### src/rtl/sorted_set_engine_top_macros.svh
// assertion macros for the sorted set engine
// used by the sequencer; expects clk and rst in scope
`ifndef SORTED_SET_ENGINE_TOP_MACROS_SVH
`define SORTED_SET_ENGINE_TOP_MACROS_SVH

// condition holds at every clock edge out of reset
`define SSE_CHECK(label, cond) \
  label: assert property (@(posedge clk) disable iff (rst) (cond)) \
    else $error("sse check failed");

// antecedent implies consequent in the same cycle
`define SSE_IMPLY(label, ante, cons) \
  label: assert property (@(posedge clk) disable iff (rst) (ante) |-> (cons)) \
    else $error("sse implication failed");

// antecedent implies consequent in the next cycle
`define SSE_NEXT(label, ante, cons) \
  label: assert property (@(posedge clk) disable iff (rst) (ante) |=> (cons)) \
    else $error("sse next-cycle check failed");

`endif

### src/rtl/sse_pkg.sv
// shared types and constants for the sorted set engine
// no dependencies
`default_nettype none

package sse_pkg;

  localparam int CAPACITY  = 64;
  localparam int ADDR_W    = $clog2(CAPACITY);
  localparam int CNT_W     = $clog2(CAPACITY + 1);
  localparam int KEY_W     = 32;
  localparam int OUT_CNT_W = 7;
  localparam int CMD_W     = 2;

  localparam logic [CMD_W-1:0] CMD_SEARCH = 2'd0;
  localparam logic [CMD_W-1:0] CMD_INSERT = 2'd1;
  localparam logic [CMD_W-1:0] CMD_REMOVE = 2'd2;

  typedef logic signed [KEY_W-1:0] key_t;

  typedef struct packed {
    logic              we;
    logic [ADDR_W-1:0] waddr;
    key_t              wdata;
    logic [ADDR_W-1:0] raddr;
  } mem_req_t;

  typedef struct packed {
    logic                 found;
    logic                 pred_valid;
    key_t                 pred_value;
    logic                 succ_valid;
    key_t                 succ_value;
    logic [OUT_CNT_W-1:0] stored_count;
    logic                 full_error;
  } rsp_t;

endpackage

`default_nettype wire

### src/rtl/sorted_set_engine_top.sv
// sorted set engine: keeps up to CAPACITY distinct signed keys in ascending order.
// Request channel (req_valid/req_ready, command, key): one search, insert or
// remove per request; req_ready is high only while the sequencer is idle.
// Response channel (rsp_valid/rsp_ready): found flag, nearest smaller and larger
// stored keys with valid flags, count after the operation, and full_error for a
// refused insert into a full store.
// Sequence: the scan reads the stored keys in order through the single read port,
// a read state and a compare state per key, stopping at the first key above the
// request key, then a decide state. An insert of a new key at position p moves
// count-p entries, each by a read state and a write state, then writes the key;
// a remove moves count-p-1 entries the same way. req_ready comes back with
// rsp_valid, so a new request is taken only once the last result has been loaded.
// A finished response waits in the output register; the next request is taken
// while it waits, and its result holds in the sequencer until the register is free.
// Reset (rst, synchronous) empties the store and drops any pending response;
// memory contents are not cleared, entries past the count are never used.
// depends on sse_pkg, sse_key_store and sse_seq
`default_nettype none

module sorted_set_engine_top
  import sse_pkg::*;
(
  input  wire logic                 clk,
  input  wire logic                 rst,
  input  wire logic                 req_valid,
  output logic                      req_ready,
  input  wire logic [CMD_W-1:0]     command,
  input  wire key_t                 key,
  output logic                      rsp_valid,
  input  wire logic                 rsp_ready,
  output logic                      found,
  output logic                      pred_valid,
  output key_t                      pred_value,
  output logic                      succ_valid,
  output key_t                      succ_value,
  output logic [OUT_CNT_W-1:0]      stored_count,
  output logic                      full_error
);

  mem_req_t mem_req;
  key_t     rdata;
  logic     done;
  logic     rsp_load;
  rsp_t     result;
  rsp_t     rsp_q;

  sse_key_store u_store (
    .clk   (clk),
    .req   (mem_req),
    .rdata (rdata)
  );

  sse_seq u_seq (
    .clk       (clk),
    .rst       (rst),
    .req_valid (req_valid),
    .req_ready (req_ready),
    .command   (command),
    .key       (key),
    .mem_req   (mem_req),
    .rdata     (rdata),
    .done      (done),
    .rsp_load  (rsp_load),
    .result    (result)
  );

  assign rsp_load = done && (!rsp_valid || rsp_ready);

  always_ff @(posedge clk) begin
    if (rst) begin
      rsp_valid <= 1'b0;
    end else if (rsp_load) begin
      rsp_valid <= 1'b1;
    end else if (rsp_ready) begin
      rsp_valid <= 1'b0;
    end
    if (rsp_load) begin
      rsp_q <= result;
    end
  end

  assign found        = rsp_q.found;
  assign pred_valid   = rsp_q.pred_valid;
  assign pred_value   = rsp_q.pred_value;
  assign succ_valid   = rsp_q.succ_valid;
  assign succ_value   = rsp_q.succ_value;
  assign stored_count = rsp_q.stored_count;
  assign full_error   = rsp_q.full_error;

endmodule

`default_nettype wire

### src/rtl/sse_key_store.sv
// key memory: one write port, one read port with registered read data
// depends on sse_pkg
`default_nettype none

module sse_key_store
  import sse_pkg::*;
(
  input  wire logic     clk,
  input  wire mem_req_t req,
  output key_t          rdata
);

  key_t mem [CAPACITY];

  always_ff @(posedge clk) begin
    if (req.we) begin
      mem[req.waddr] <= req.wdata;
    end
    rdata <= mem[req.raddr];
  end

endmodule

`default_nettype wire

### src/rtl/sse_seq.sv
// sequencer: linear scan with one shared compare, then entry shifting
// depends on sse_pkg, sse_key_store ports and the assertion macros
`default_nettype none
`include "sorted_set_engine_top_macros.svh"

module sse_seq
  import sse_pkg::*;
(
  input  wire logic             clk,
  input  wire logic             rst,
  input  wire logic             req_valid,
  output logic                  req_ready,
  input  wire logic [CMD_W-1:0] command,
  input  wire key_t             key,
  output mem_req_t              mem_req,
  input  wire key_t             rdata,
  output logic                  done,
  input  wire logic             rsp_load,
  output rsp_t                  result
);

  typedef enum logic [8:0] {
    S_IDLE     = 9'b000000001,
    S_SCAN_RD  = 9'b000000010,
    S_SCAN_CMP = 9'b000000100,
    S_DECIDE   = 9'b000001000,
    S_INS_RD   = 9'b000010000,
    S_INS_WR   = 9'b000100000,
    S_REM_RD   = 9'b001000000,
    S_REM_WR   = 9'b010000000,
    S_DONE     = 9'b100000000
  } state_t;

  state_t           state, state_next;
  logic [CNT_W-1:0] count, count_next;
  logic [CNT_W-1:0] idx, idx_next;
  logic [CNT_W-1:0] pos, pos_next;
  logic [CMD_W-1:0] cmd, cmd_next;
  key_t             key_r, key_r_next;
  logic             found, found_next;
  logic             pred_ok, pred_ok_next;
  key_t             pred, pred_next;
  logic             succ_ok, succ_ok_next;
  key_t             succ, succ_next;
  logic             full_err, full_err_next;
  logic [CNT_W-1:0] idx_inc, idx_dec;

  assign idx_inc = idx + CNT_W'(1);
  assign idx_dec = idx - CNT_W'(1);

  always_ff @(posedge clk) begin
    if (rst) begin
      state <= S_IDLE;
      count <= '0;
    end else begin
      state <= state_next;
      count <= count_next;
    end
    idx      <= idx_next;
    pos      <= pos_next;
    cmd      <= cmd_next;
    key_r    <= key_r_next;
    found    <= found_next;
    pred_ok  <= pred_ok_next;
    pred     <= pred_next;
    succ_ok  <= succ_ok_next;
    succ     <= succ_next;
    full_err <= full_err_next;
  end

  always_comb begin
    state_next    = state;
    count_next    = count;
    idx_next      = idx;
    pos_next      = pos;
    cmd_next      = cmd;
    key_r_next    = key_r;
    found_next    = found;
    pred_ok_next  = pred_ok;
    pred_next     = pred;
    succ_ok_next  = succ_ok;
    succ_next     = succ;
    full_err_next = full_err;
    mem_req.we    = 1'b0;
    mem_req.waddr = idx[ADDR_W-1:0];
    mem_req.wdata = rdata;
    mem_req.raddr = idx[ADDR_W-1:0];
    unique case (state)
      S_IDLE: begin
        if (req_valid) begin
          cmd_next      = command;
          key_r_next    = key;
          idx_next      = '0;
          pos_next      = '0;
          found_next    = 1'b0;
          pred_ok_next  = 1'b0;
          pred_next     = '0;
          succ_ok_next  = 1'b0;
          succ_next     = '0;
          full_err_next = 1'b0;
          state_next    = S_SCAN_RD;
        end
      end
      S_SCAN_RD: begin
        if (idx < count) begin
          state_next = S_SCAN_CMP;
        end else begin
          if (!found) begin
            pos_next = idx;
          end
          state_next = S_DECIDE;
        end
      end
      S_SCAN_CMP: begin
        if (found) begin
          succ_ok_next = 1'b1;
          succ_next    = rdata;
          state_next   = S_DECIDE;
        end else if (rdata < key_r) begin
          pred_ok_next = 1'b1;
          pred_next    = rdata;
          idx_next     = idx_inc;
          state_next   = S_SCAN_RD;
        end else if (rdata == key_r) begin
          found_next = 1'b1;
          pos_next   = idx;
          idx_next   = idx_inc;
          state_next = S_SCAN_RD;
        end else begin
          succ_ok_next = 1'b1;
          succ_next    = rdata;
          pos_next     = idx;
          state_next   = S_DECIDE;
        end
      end
      S_DECIDE: begin
        if (cmd == CMD_INSERT && !found) begin
          if (count >= CNT_W'(CAPACITY)) begin
            full_err_next = 1'b1;
            state_next    = S_DONE;
          end else begin
            idx_next   = count;
            state_next = S_INS_RD;
          end
        end else if (cmd == CMD_REMOVE && found) begin
          idx_next   = pos;
          state_next = S_REM_RD;
        end else begin
          state_next = S_DONE;
        end
      end
      S_INS_RD: begin
        if (idx > pos) begin
          mem_req.raddr = idx_dec[ADDR_W-1:0];
          state_next    = S_INS_WR;
        end else begin
          mem_req.we    = 1'b1;
          mem_req.waddr = pos[ADDR_W-1:0];
          mem_req.wdata = key_r;
          count_next    = count + CNT_W'(1);
          state_next    = S_DONE;
        end
      end
      S_INS_WR: begin
        mem_req.we = 1'b1;
        idx_next   = idx_dec;
        state_next = S_INS_RD;
      end
      S_REM_RD: begin
        if (idx_inc < count) begin
          mem_req.raddr = idx_inc[ADDR_W-1:0];
          state_next    = S_REM_WR;
        end else begin
          count_next = count - CNT_W'(1);
          state_next = S_DONE;
        end
      end
      S_REM_WR: begin
        mem_req.we = 1'b1;
        idx_next   = idx_inc;
        state_next = S_REM_RD;
      end
      S_DONE: begin
        if (rsp_load) begin
          state_next = S_IDLE;
        end
      end
      default: begin
        state_next = S_IDLE;
      end
    endcase
  end

  assign req_ready = (state == S_IDLE);
  assign done      = (state == S_DONE);

  assign result.found        = found;
  assign result.pred_valid   = pred_ok;
  assign result.pred_value   = pred;
  assign result.succ_valid   = succ_ok;
  assign result.succ_value   = succ;
  assign result.stored_count = OUT_CNT_W'(count);
  assign result.full_error   = full_err;

  `SSE_CHECK(a_count_bound, count <= CNT_W'(CAPACITY))
  `SSE_IMPLY(a_write_in_shift, mem_req.we,
             state == S_INS_RD || state == S_INS_WR || state == S_REM_WR)
  `SSE_IMPLY(a_full_only_when_full, done && full_err, count == CNT_W'(CAPACITY))
  `SSE_IMPLY(a_found_pos_in_range, state == S_DECIDE && found, pos < count)
  `SSE_NEXT(a_count_stable_idle, state == S_IDLE, $stable(count))

endmodule

`default_nettype wire

### config.mk
export PLATFORM = sky130hd
export DESIGN_NAME = sorted_set_engine_top
export DESIGN_NICKNAME = d
export VERILOG_FILES = /design/src/rtl/sse_pkg.sv /design/src/rtl/sorted_set_engine_top.sv /design/src/rtl/sse_key_store.sv /design/src/rtl/sse_seq.sv
export VERILOG_INCLUDE_DIRS = /design/src /design/src/rtl
export SDC_FILE = /design/constraint.sdc
export NUM_CORES = 2
export LEC_CHECK = 0
export BUFFER_PORTS_ARGS = -buffer_cell sky130_fd_sc_hd__buf_2
export CORE_ASPECT_RATIO = 1.25
export CORE_MARGIN = 2
export CORE_UTILIZATION = 63
export DETAILED_ROUTE_END_ITERATION = 10
export MAX_ROUTING_LAYER = met4
export PLACE_DENSITY = 0.8
export SLEW_MARGIN = 20
export SYNTH_ARGS = -nofsm -noshare
export SYNTH_HDL_FRONTEND = slang
export SYNTH_HIERARCHICAL = 1
export SYNTH_SLANG_ARGS = --single-unit
### constraint.sdc
create_clock -name clk -period 6 [get_ports clk]
set_input_delay 1.2 -clock clk [delete_from_list [all_inputs] [get_ports clk]]
set_output_delay 1.2 -clock clk [all_outputs]
set_load 0.01 [all_outputs]
==> impl_table.tex <==
\begin{tabular}{lr}
\hline
Metric & Value \\
\hline
\multicolumn{2}{l}{\textbf{Outcome}} \\
Outcome & finished, violations left \\
Violations in the final reports & setup timing \\
\multicolumn{2}{l}{\textbf{Final layout}} \\
Leading cell types in the layout, fill and taps excluded & sky130\_fd\_sc\_hd\_\_edfxtp\_1 (2239), sky130\_fd\_sc\_hd\_\_mux4\_2 (544), sky130\_fd\_sc\_hd\_\_clkbuf\_16 (201), sky130\_fd\_sc\_hd\_\_buf\_4 (182), sky130\_fd\_sc\_hd\_\_buf\_2 (114) \\
Area of the multi-input gates & 19100 sq um \\
Final-stage net count & roughly 4400 \\
Fill cell count & 7403 \\
Most common library cell in the layout ignoring fill and taps & sky130\_fd\_sc\_hd\_\_edfxtp\_1 \\
Area occupied by registers & $\sim$68000 sq um \\
Share of cells above drive strength 1 & 0.291 \\
Cell Count, Final, Fillers Out & between 6000 and 7000 \\
Signed area change from the synthesized netlist to the final layout & 12.6\% \\
\multicolumn{2}{l}{\textbf{Setup path}} \\
Largest fanout of any net on the critical path & 27 \\
Crit Path Category & flop to flop \\
CP peak stage delay & 0.82 ns \\
Cell with the largest stage delay on the worst path & sky130\_fd\_sc\_hd\_\_a21oi\_1 \\
Required time worst endpoint & approximately 6.8 ns \\
Startpoint types & flop \\
CP arrival & about 6.8 ns \\
Crit-path cells & ha\_1, and3\_1, nand3\_1, xnor2\_1, ha\_1, and3\_4, a221o\_1, a31oi\_4, a2bb2oi\_2, nand2\_4, a221o\_1, buf\_4, nand2\_1, buf\_4, o221ai\_1, a21oi\_1, a21oi\_1, nor2\_1 \\
Setup crit end kind & flop \\
\multicolumn{2}{l}{\textbf{Floorplan}} \\
Number of top-level design ports & about 120 \\
Horizontal die dimension & 338 microns \\
Starting density of the core & 0.634 \\
Number of cell rows & between 150 and 200 \\
Die area & 143000 sq um \\
Core region area & between 100000 and 150000 sq um \\
Y dimension of the die & about 420 microns \\
\multicolumn{2}{l}{\textbf{Global route}} \\
Maximum number of pins on one net before global-route repair & 79 \\
Total GRT Usage & 0.346 \\
Vias in the first global route & approximately 45000 \\
Number of antenna violations at the first check in global routing & 5 \\
Global-route wire length before repair & between 300 and 400 mm \\
Grt ovf & 0 \\
\multicolumn{2}{l}{\textbf{Routing}} \\
DRC violations left & 0 \\
Post-DR vias/cell & just over 7 \\
Total Routed Length & between 200 and 250 mm \\
Wire length per cell after detailed routing & between 30 and 40 microns \\
Remaining number of nets flagged by the antenna check after routing & 0 \\
Count of routing violations after the opening detailed-route iteration & approximately 7600 \\
Number of vias after detailed routing & 45200 \\
1st-pass router iterations & 8 \\
\multicolumn{2}{l}{\textbf{Placement}} \\
Post-Place Setup Slack & between 0.15 and 0.2 ns \\
Placed Instances & 5990 \\
Post-DP HPWL & between 100 and 150 mm \\
Placer Congestion & just over 0.9 \\
I/O Buffers & roughly 110 \\
\multicolumn{2}{l}{\textbf{Power and ir drop}} \\
Share of total power in the clock network & 0.264 \\
Switching power share of the total & 0.329 \\
Net switching power & $\sim$16 mW \\
Internal Pwr Total & $\sim$33 mW \\
Power per cell area & about 500 nW/um\^{}2 \\
Total Power & approximately 50 mW \\
Logic pwr share & 0.313 \\
Highest ir drop seen on vdd & a little under 0.0004 V \\
Sequential fraction of design power & 0.423 \\
Leakage & between 30 and 40 nW \\
\multicolumn{2}{l}{\textbf{Synthesis}} \\
Ys async rst share & 0 \\
Share of the synthesized area in the top cell type & 0.764 \\
\#FFs+latches synth & $\sim$2300 \\
Number of synthesized flops with an enable pin & roughly 2200 \\
Cell count after synthesis & roughly 4000 \\
Number of different library cells in the post-synthesis netlist & just under 80 \\
Synthesized cell area & roughly 90000 sq um \\
Cell types occupying the most area after synthesis & sky130\_fd\_sc\_hd\_\_edfxtp\_1 (76\%), sky130\_fd\_sc\_hd\_\_mux4\_2 (14\%), sky130\_fd\_sc\_hd\_\_dfxtp\_1 (1.1\%) \\
Synth Area per Inst & about 22 sq um \\
Number of synthesis warnings & 6 \\
Total nets after synthesis & 4100 \\
Most instantiated flip-flop cell in the synthesis netlist & sky130\_fd\_sc\_hd\_\_edfxtp\_1 \\
Synth area leader & sky130\_fd\_sc\_hd\_\_edfxtp\_1 \\
Part of the Yosys area used for sequential elements & 0.776 \\
\multicolumn{2}{l}{\textbf{Clock network}} \\
Clock sink count & 2288 \\
Total setup buffers inserted after CTS & 0 \\
Reg clk slew, reported paths & $\sim$0.070 ns \\
Clock root buffer & sky130\_fd\_sc\_hd\_\_clkbuf\_16 \\
Maximum clock path buffer count & 3 \\
\# H-tree levels & 4 \\
Number of CTS-inserted buffers & 198 \\
TritonCTS clock tree & done \\
Number of gates resized after cts & 0 \\
Source-to-sink clock delay at the later pin of the worst-skew pair & between 0.8 and 0.9 ns \\
Post-CTS Hold Fix Bufs & 0 \\
\multicolumn{2}{l}{\textbf{STA}} \\
Post-route clock period utilization & 1.01 \\
Number of hold violations in the final report & 0 \\
Worst Setup Slack, final & -0.0315 ns \\
Transition time of the tightest slew-check pin & around 1.2 ns \\
Highest Clock Rate & between 150 and 200 MHz \\
RSZ-0062 raised after global routing & false \\
Clock tree skew after final layout & about 0.037 ns \\
Slew Limit Headroom & 0.216 \\
Minimum hold slack & approximately 0.42 ns \\
Final setup violation count & 1 \\
Final critical delay including setup and external delays & a little over 6 ns \\
Final max-slew violation count & 0 \\
\multicolumn{2}{l}{\textbf{Hold path}} \\
Type of the most critical hold path & flop to flop \\
\multicolumn{2}{l}{\textbf{Flow run}} \\
Number of max-cap violations & 0 \\
\hline
\end{tabular}
[registers in the layout (all words and copies together) (netlist names), 2 cells and up]
name and flops:
u_seq/pred 32, pred_value 32, u_seq/cmd 2, stored_count 7, u_seq/idx 7, u_store/rdata 32, u_store/mem 2048, u_seq/state 9
succ_value 32, u_seq/pos 7, u_seq/count 7, u_seq/succ 32, u_seq/key_r 32
[final timing paths]
| kind | slack [ns] | cells past startpoint | from | to |
|---|---|---|---|---|
| setup / recovery | -0.03 | 18 | u_seq/idx[0] | u_store/rdata[9] |
| hold / removal | 0.42 | 0 | u_seq/succ[16] | succ_value[16] |
| setup reg to reg | -0.03 | 18 | u_seq/idx[0] | u_store/rdata[9] |
| hold reg to reg | 0.42 | 0 | u_seq/succ[16] | succ_value[16] |
[per-layer routing]
| metal | global-route usage | wire, microns |
|---|---|---|
| met1 | 0.422 | 74900 |
| met2 | 0.538 | 115000 |
| met3 | 0.0671 | 28000 |
| met4 | 0.220 | 18900 |
| met5 | - | 0 |
[cell usage after synthesis, types with 4 or more instances]
| master | count |
|---|---|
| sky130_fd_sc_hd__o21a_1 | 5 |
| sky130_fd_sc_hd__nand2b_1 | 12 |
| sky130_fd_sc_hd__a21oi_1 | 97 |
| sky130_fd_sc_hd__nor2_1 | 167 |
| sky130_fd_sc_hd__a311oi_1 | 8 |
| sky130_fd_sc_hd__nand3b_1 | 9 |
| sky130_fd_sc_hd__buf_1 | 22 |
| sky130_fd_sc_hd__a31oi_1 | 5 |
| sky130_fd_sc_hd__a221o_1 | 4 |
| sky130_fd_sc_hd__mux4_2 | 544 |
| sky130_fd_sc_hd__mux2i_1 | 98 |
| sky130_fd_sc_hd__buf_4 | 34 |
| sky130_fd_sc_hd__buf_6 | 6 |
| sky130_fd_sc_hd__o21ai_0 | 13 |
| sky130_fd_sc_hd__o22ai_1 | 87 |
| sky130_fd_sc_hd__o32ai_1 | 4 |
| sky130_fd_sc_hd__a21o_1 | 6 |
| sky130_fd_sc_hd__and3_1 | 7 |
| sky130_fd_sc_hd__nor2b_1 | 23 |
| sky130_fd_sc_hd__buf_2 | 62 |
| sky130_fd_sc_hd__ha_1 | 58 |
| sky130_fd_sc_hd__xnor2_1 | 12 |
| sky130_fd_sc_hd__and2_1 | 42 |
| sky130_fd_sc_hd__clkbuf_1 | 80 |
| sky130_fd_sc_hd__a22oi_1 | 13 |
| sky130_fd_sc_hd__inv_1 | 58 |
| sky130_fd_sc_hd__nand3_1 | 19 |
| sky130_fd_sc_hd__dfxtp_1 | 49 |
| sky130_fd_sc_hd__a41o_1 | 4 |
| sky130_fd_sc_hd__edfxtp_1 | 2239 |
| sky130_fd_sc_hd__mux2_1 | 33 |
| sky130_fd_sc_hd__or3_1 | 9 |
| sky130_fd_sc_hd__or3b_2 | 4 |
| sky130_fd_sc_hd__o221ai_1 | 33 |
| sky130_fd_sc_hd__nand2_1 | 54 |
| sky130_fd_sc_hd__nand4_1 | 9 |
| sky130_fd_sc_hd__nor3_1 | 11 |
[area by class of cell]
class                           instances  share of cell area
Clock inverter                        104              0.0109
Tap cell                             1860              0.0235
Antenna cell                            7            0.000177
Inverter                               60             0.00229
Sequential cell                      2288               0.689
Clock buffer                          264              0.0551
Timing Repair Buffer                  331              0.0265
Multi-Input combinational cell       1451               0.193
[critical path: cells and delay by family (launching register included)]
family,cells,cell delay (ns)
flops,1,0.53
simple gates,6,1.00
xor+xnor,1,0.23
compound gates,7,2.71
buf+inv,2,0.85
fa+ha+maj,2,0.59
[metrics by stage]
step	TNS, ns	util	instance area, sq um
after floorplan	0	-	88000
after global placement	0	0.666	92400
after detailed placement	0	0.666	92400
after CTS	0	0.713	99000
after global routing	0	0.713	99000
final	-0.0315	0.713	99000
[power by group through the flow]
| stage | registers (mW) | logic [mW] | clock network [mW] |
|---|---|---|---|
| 2_1_floorplan | 20.7 | 9.01 | 0 |
| 3_3_place_gp | 21.0 | 14.2 | 0 |
| 3_5_place_dp | 21.1 | 14.7 | 0 |
| 4_1_cts | 20.7 | 15.0 | 13.0 |
| 5_1_grt | 20.7 | 15.8 | 13.6 |
| 6_report | 20.7 | 15.4 | 12.9 |
[cells by family (layout without fill, tap and decap cells)]
family,count (synthesis),after routing,synth area share
other,0,7,0
AO/OA/AOI/OAI,306,306,0.0230
adder cells (fa/ha/maj),59,59,0.00848
flip-flops,2288,2288,0.776
AND/OR/NAND/NOR,393,393,0.0223
buffers and inverters,264,759,0.0141
multiplexers,678,678,0.155
XOR/XNOR,15,15,0.00149
No activity file was read; power rests on OpenSTA's default activity.
